## src/hdl/tcw_mult.sv

```systemverilog
// ----------------------------------------------------------------------------
// tcw_mult: shared row by column multiplier
// Registered product of a row index and the column count.
// ----------------------------------------------------------------------------
module tcw_mult (
	input  logic                     clk,
	input  logic [5:0]               row,
	input  logic [7:0]               cols,
	output logic [13:0]              prod_q
);

	// hold the product for the next step
	always_ff @(posedge clk) begin
		prod_q <= 14'(row) * 14'(cols);
	end

endmodule

```

## config.mk

```make
export PLATFORM = sky130hd
export DESIGN_NAME = tcw_mult
export DESIGN_NICKNAME = d
export VERILOG_FILES = /design/src/hdl/tcw_mult.sv
export SDC_FILE = /design/constraint.sdc
export NUM_CORES = 1
export LEC_CHECK = 0
export BUFFER_PORTS_ARGS = -buffer_cell sky130_fd_sc_hd__buf_4
export CAP_MARGIN = 20
export CORE_AREA = 8 8 65 67
export DETAILED_ROUTE_END_ITERATION = 8
export DIE_AREA = 0 0 73 75
export GPL_TIMING_DRIVEN = 0
export PLACE_DENSITY = 0.89
export SYNTH_ARGS = -nofsm -noshare
export SYNTH_HDL_FRONTEND = slang
export SYNTH_SLANG_ARGS = --single-unit
```

## constraint.sdc

```tcl
create_clock -name clk -period 4.93 [get_ports clk]
set_input_delay 0.493 -clock clk [delete_from_list [all_inputs] [get_ports clk]]
set_output_delay 0.493 -clock clk [all_outputs]
set_load 0.005 [all_outputs]
```

* After elaboration in Yosys (flattened, before gate mapping) *
Cells that the tools add are included.

storage, ports and cells
  output and inout port bits = 14
  input port bits = 15
  flip-flop bits (word level) = 14

operators by class
  $mul = 1

operators with widths
  operator                    count
  multiplier 6 x 8 -> 14 bit  1

* Longest topological paths before layout *
Gate-level depths: netlist of run 1.

  depth after elaboration = 1
  gate-level depth with buffers = 12
  mapped depth without buffers = 12

* Least setup slack after synthesis of run 1 *
Ideal clock, no wire load.

  path kind = input port to flip-flop
  start point = in cols[1]
  end point = reg prod_q[11]
  stages on the path = 11
  data required time = 4.807 ns
  library setup time = 0.123 ns
  path slack = 1.342 ns
  arrival = 3.464 ns
  cell sequence = and2_1 -> fa_1 -> fa_1 -> inv_1 -> fa_1 -> inv_1 -> ha_1 -> and3_4 -> a2111oi_4 -> a21oi_1 -> xor2_1

between the ends
  word-level cells in the longest chain between the ends = 1

RTL lines
  item                        line  source
  start: declaration          8     input logic [7:0] cols,
  multiplier 6 x 8 -> 14 bit  14    prod_q <= 14'(row) * 14'(cols);
  end signal: assignment      14
  end: declaration            9     output logic [13:0] prod_q

Every way passes these cells.

* Final worst setup path of run 1 *
Same ends and word-level chain as after synthesis.

==> results of run 1 <==
metal layers:
metal  global-route usage, %  part of all wire [%]  vias to the layer above
met5                       0                     0                        -
met4                   2.444                  0.87                        0
met1                   15.03                    41                      676
met3                   3.995                   5.7                        4
li1                        -                     -                      647
met2                   24.03                    52                       27
cells in the final DEF, fill, tap and decap left out, types with 2 or more instances in the layout:
master     synthesis  layout
xor2_1             4       4
buf_4              0      28
ha_1              22      22
fa_1              25      25
nor2_1             5       5
and2_1            24      24
xnor2_1            5       5
inv_1             35      35
o2111ai_1          2       2
nand2_1           26      26
dfxtp_1           14      14
a21oi_1            5       5
clkbuf_4           0       3
and3_1             2       2
nand3_1            2       2
final cells by class:
type,instances,share of cell area [%]
clock buffers,4,1.774
well taps,46,2.813
flip-flops and latches,14,13.70
inverters,35,6.422
repair buffers,28,10.28
multi-input cells,137,65.02
worst min-delay path by stage:
stage | startpoint | to | slack [ns] | cells past startpoint
2_1_floorplan | cols[0] | prod_q[0] | 0.61 | 1
3_3_place_gp | cols[0] | prod_q[0] | 0.75 | 2
3_5_place_dp | cols[0] | prod_q[0] | 0.76 | 2
4_1_cts | cols[0] | prod_q[0] | 0.47 | 2
5_1_grt | cols[0] | prod_q[0] | 0.47 | 2
6_report | cols[0] | prod_q[0] | 0.47 | 2
cells by family after synthesis:
logic type | after synthesis
buffers and inverters | 35
AO/OA/AOI/OAI | 15
XOR/XNOR | 9
adder cells (fa/ha/maj) | 47
flip-flops | 14
AND/OR/NAND/NOR | 66
through the flow:
step	cells	total power [W]	setup WS, ns	util (%)	area, um2
2_1_floorplan	186	0.0004697	1.342	-	1742
3_3_place_gp	260	0.0005997	1.063	62.18	2009
3_5_place_dp	260	0.0006184	1.012	62.18	2009
4_1_cts	264	0.0007028	1.311	63.30	2046
5_1_grt	264	0.0007615	1.200	63.30	2046
6_report	264	0.0006908	1.328	63.30	2046
report_power, final:
part | total (W) | switching, W | leakage (nW) | internal, W
combinational | 0.000439 | 0.000222 | 0.930 | 0.000217
clock | 0.0000810 | 0.0000361 | 0.0210 | 0.0000449
sequential | 0.000171 | 0.0000105 | 0.118 | 0.000160
total | 0.000691 | 0.000268 | 1.07 | 0.000422
==> impl_metrics.py, run 1 <==
metrics = {
    "status": {
        "status": "completed",
    },
    "layout": {
        "regMostFlops": "prod_q",
        "nets": 281,
        "antenna_cells": 0,
        "layout-drive-gt1-share_pct": 17.89,
        "largestRegisters": "prod_q x14",
        "fillCellCount": 283,
        "multi_input_area_mm2": 0.001330,
        "layout.area.seq_um2": 280.3,
        "area_delta_synth_final_pct": 17.46,
        "largest_reg_flops": 14,
    },
    "setup_path": {
        "cp.depth": 12,
        "cp_common_cell": "fa_1",
        "worst_ep_required_time_ns": 5.10,
        "cp_data_arrival_time_ns": 3.77,
        "cp_cell_sequence": "buf_4, and2_1, fa_1, fa_1, inv_1, fa_1, inv_1, ha_1, and3_4, a2111oi_4, a21oi_1, xor2_1",
        "startpoint_type": "primary input",
        "worst_path_dominant_cell_family": "adder cells",
        "critPathMaxStageDelay_ns": 0.57,
        "critical_path.max_fanout": 6,
        "worstSetupEndpointType": "register",
        "path_class": "in2reg",
        "crit_path_top_delay_cell": "fa_1",
        "cp-startpoint": "cols[1]",
        "endpoint": "prod_q[11]",
        "crit_buf_inv": 3,
    },
    "yosys": {
        "synth-seq-cells": 14,
        "synthDistinctLibCells": 28,
        "avgSynthCellArea_um2": 9.364,
        "yosysTopAreaCell": "fa_1",
        "synth_compound_gate_area_share_pct": 7.830,
        "synth_xor_area_share_pct": 4.526,
        "muxShareOfSynthArea_pct": 0,
        "synth.net_count": 248,
        "syn_inst": 186,
        "synth_top_area_share_pct": 28.74,
        "ys_warn_count": 0,
        "async_flop_share_pct": 0,
        "synth_common_cells": "inv_1 (35), nand2_1 (26), fa_1 (25)",
        "synthSimpleGateAreaFrac_pct": 19.47,
        "synth_top_family_by_area": "adder cells",
        "ys_seq_area_share_pct": 16.09,
        "synth_edf_count": 0,
        "synth_fa_ha_area_share_pct": 44.54,
        "synth_most_common_cell": "inv_1",
        "synth_area_leaders": "fa_1 (29%), dfxtp_1 (16%), ha_1 (16%)",
        "synth_area_mm2": 0.001742,
        "synthFlopType": "dfxtp_1",
    },
    "sta": {
        "min_period_ns": 3.602,
        "tns_ns": 0,
        "slew_violations": 0,
        "fin_crit_sh_pct": 73.05,
        "hold_viol": 0,
        "tightestPinTransition_ns": 0.4212,
        "relSlewSlack_pct": 71.57,
        "finalSetupViolations": 0,
        "rsz0062_at_grt": "false",
        "fmax_ghz": 0.2777,
        "holdWs_ns": 0.4684,
    },
    "clock_tree": {
        "clkSlewWorstSetupHoldPaths_ns": 0.08,
        "post_cts_resized": 0,
        "post_cts_buffers": 0,
        "clock-sinks": 14,
        "clockRootBuffer": "clkbuf_4",
        "cts_htree_levels": 1,
        "ctsHoldBuffers": 0,
        "cts_buffers": 3,
        "cts_tree": "built",
        "cts_buffer_depth": 2,
    },
    "routing": {
        "vias": 1354,
        "ant_nets": 0,
        "drt_first_pass_iters": 4,
        "drt_first_iter_violations": 46,
        "drc": 0,
        "finalWirelength_um": 3340,
        "via_per_inst": 5.129,
        "drt-wirelength-per-cell_um": 12.65,
    },
    "global_routing": {
        "grt_pass1_vias": 1388,
        "grt_max_degree": 9,
        "gr-total-overflow": 0,
        "antenna_found_initial": 0,
        "grt_pass1_wl_um": 5865,
        "grt.total_usage_pct": 13.24,
    },
    "place": {
        "portBuffers": 28,
        "gp_congestion": 0.8739,
        "dp_hpwl_um": 2909,
    },
    "floorplan": {
        "initial_core_util_pct": 53.89,
        "dieWidth_um": 73,
        "fp.dieH_um": 75,
        "core_mm2": 0.003232,
        "rows": 21,
        "io_pins": 29,
        "die_area_mm2": 0.005475,
    },
    "hold_path": {
        "hold_path_class": "in2reg",
    },
    "power": {
        "power_density_mw_per_mm2": 337.7,
        "max-vdd-ir-drop_uv": 184.5,
        "p_leak_nw": 1.069,
    },
    "flow_run": {
        "drv_cap": 0,
    },
}
Power figures use the tool's default switching activity.
==> inputs of run 2 (changes only) <==
--- a/config.mk
+++ b/config.mk
@@ -7,11 +7,11 @@
 export LEC_CHECK = 0
 export BUFFER_PORTS_ARGS = -buffer_cell sky130_fd_sc_hd__buf_4
 export CAP_MARGIN = 20
-export CORE_AREA = 8 8 65 67
+export CORE_AREA = 8 8 68 70
 export DETAILED_ROUTE_END_ITERATION = 8
-export DIE_AREA = 0 0 73 75
+export DIE_AREA = 0 0 76 78
 export GPL_TIMING_DRIVEN = 0
-export PLACE_DENSITY = 0.89
+export PLACE_DENSITY = 0.85
 export SYNTH_ARGS = -nofsm -noshare
 export SYNTH_HDL_FRONTEND = slang
 export SYNTH_SLANG_ARGS = --single-unit
==> constraint.sdc (replaced) <==
create_clock -name clk -period 3 [get_ports clk]
set_input_delay 0.3 -clock clk [delete_from_list [all_inputs] [get_ports clk]]
set_output_delay 0.3 -clock clk [all_outputs]
set_load 0.005 [all_outputs]
==> run 2 against run 1 <==
The flow now finishes with violations (negative setup slack). Cell count rose by 3.0%. Combinational power rose by 130%. First-iteration DRC count rose by 4.3%. Sequential power rose by 64%. Power rose by 100%. Hold slack got worse by 0.20 ns. Clock power rose by 28%. Critical path type unchanged. Largest cell class unchanged. Largest power group unchanged. Highest routed layer unchanged.
==> impl_metrics.py, run 2 (synthesis results as in run 1) <==
metrics = {
    "setup_path": {
        "endpoint": "prod_q[13]",
        "cp.depth": 12,
        "worst_ep_required_time_ns": 3.17,
        "crit_buf_inv": 3,
        "cp_data_arrival_time_ns": 3.22,
        "crit_path_top_delay_cell": "fa_1",
        "cp_cell_sequence": "buf_8, and2_4, fa_1, fa_1, inv_2, fa_1, inv_2, ha_4, and3_4, a211oi_4, a311oi_2, xor2_1",
        "path_class": "in2reg",
        "critical_path.max_fanout": 8,
        "worstSetupEndpointType": "register",
        "critPathMaxStageDelay_ns": 0.54,
        "cp-startpoint": "row[0]",
        "cp_common_cell": "fa_1",
        "worst_path_dominant_cell_family": "adder cells",
        "startpoint_type": "primary input",
    },
    "routing": {
        "drc": 0,
        "drt_first_pass_iters": 4,
        "finalWirelength_um": 3691,
        "ant_nets": 0,
        "vias": 1406,
        "drt_first_iter_violations": 48,
        "drt-wirelength-per-cell_um": 13.57,
        "via_per_inst": 5.169,
    },
    "power": {
        "max-vdd-ir-drop_uv": 322.9,
        "power_density_mw_per_mm2": 613.0,
        "p_leak_nw": 1.117,
        "switchingPower_w": 0.0005557,
        "power.internal_w": 0.0008526,
        "switching_share_pct": 39.46,
        "comb_power_share_pct": 72.7,
        "p_clk_share_pct": 7.4,
        "power_frac_seq_pct": 19.9,
    },
    "sta": {
        "finalSetupViolations": 3,
        "hold_viol": 0,
        "min_period_ns": 3.054,
        "tns_ns": -0.1378,
        "tightestPinTransition_ns": 0.3093,
        "timing.final.ws_setup_ns": -0.05375,
        "slew_violations": 0,
        "fmax_ghz": 0.3275,
        "fin_crit_sh_pct": 101.8,
        "relSlewSlack_pct": 79.38,
        "rsz0062_at_grt": "true",
    },
    "layout": {
        "layout-drive-gt1-share_pct": 34.38,
        "layout.area.seq_um2": 280.3,
        "antenna_cells": 0,
        "largestRegisters": "prod_q x14",
        "multi_input_area_mm2": 0.001510,
        "nets": 288,
        "fillCellCount": 280,
        "regMostFlops": "prod_q",
        "final_common_cell": "inv_1",
        "largest_reg_flops": 14,
        "area_delta_synth_final_pct": 31.90,
        "final_cell_mix": "inv_1 (30), buf_4 (28), nand2_1 (24), fa_1 (24), and2_1 (18)",
    },
    "clock_tree": {
        "clock-sinks": 14,
        "cts_buffer_depth": 2,
        "cts_buffers": 3,
        "clkSlewWorstSetupHoldPaths_ns": 0.09,
        "cts_tree": "built",
        "ctsHoldBuffers": 0,
        "cts_htree_levels": 1,
        "clockRootBuffer": "clkbuf_4",
    },
    "place": {
        "portBuffers": 28,
        "dp_slack_ns": -0.3845,
        "gp_congestion": 0.8068,
        "dp_hpwl_um": 2888,
    },
    "global_routing": {
        "grt_pass1_vias": 1448,
        "grt_max_degree": 9,
        "gr-total-overflow": 0,
        "grt.total_usage_pct": 11.88,
        "antenna_found_initial": 0,
        "grt_pass1_wl_um": 5968,
    },
    "floorplan": {
        "initial_core_util_pct": 49.05,
        "dieWidth_um": 76,
        "rows": 22,
        "io_pins": 29,
        "core_mm2": 0.003551,
        "die_area_mm2": 0.005928,
        "fp.dieH_um": 78,
    },
    "status": {
        "violations": "negative setup slack",
        "status": "finished, violations left",
    },
    "flow_run": {
        "drv_cap": 0,
    },
    "hold_path": {
        "hold_path_class": "in2reg",
    },
}
## run 2: worst min path at each step
| stage | start | end | slack, ns | cells past startpoint |
|---|---|---|---|---|
| after CTS | cols[0] | prod_q[0] | 0.28 | 2 |
| after global placement | cols[0] | prod_q[0] | 0.56 | 2 |
| final | row[0] | prod_q[0] | 0.27 | 2 |
| after floorplan | cols[0] | prod_q[0] | 0.42 | 1 |
| after global routing | row[0] | prod_q[0] | 0.26 | 2 |
| after detailed placement | cols[0] | prod_q[0] | 0.56 | 2 |
## run 2: what timing repair did
action                     in CTS  in global routing
setup buffers                   3                  4
resized for setup               1                 30
pin swaps                       3                 18
gates cloned                    0                  0
setup endpoints to repair       4                  5
## run 2: layer usage
metal	routed length, um	vias up	global-route usage (%)
met4	48	0	2.745
met3	209	6	3.456
met2	2063	34	23.56
met1	1369	708	11.70
met5	0	-	0
li1	-	658	-
## run 2: layout make-up
class	count	share of cell area (%)
multi-input combinational	137	65.74
timing repair buffer	35	12.75
sequential	14	12.20
inverter	35	5.719
tap	48	2.614
clock buffer	3	0.9804
## run 2: power groups by stage
| stage | combinational [W] | sequential [W] | clock (W) |
|---|---|---|---|
| 2_1_floorplan | 0.000567 | 0.000296 | 0 |
| 3_3_place_gp | 0.000808 | 0.000284 | 0 |
| 3_5_place_dp | 0.000833 | 0.000285 | 0 |
| 4_1_cts | 0.000874 | 0.000281 | 0.000107 |
| 5_1_grt | 0.00112 | 0.000287 | 0.000119 |
| 6_report | 0.00102 | 0.000280 | 0.000104 |
## run 2: per-stage QoR
stage          utilization, %  area, um2   power, W  cells  hold WS, ns
2_1_floorplan               -       1817  0.0008632    186       0.4217
3_3_place_gp            58.77       2087   0.001092    262       0.5574
3_5_place_dp            58.77       2087   0.001118    262       0.5584
4_1_cts                 60.04       2132   0.001261    268       0.2809
5_1_grt                 64.69       2297   0.001522    272       0.2613
6_report                64.69       2297   0.001408    272       0.2681
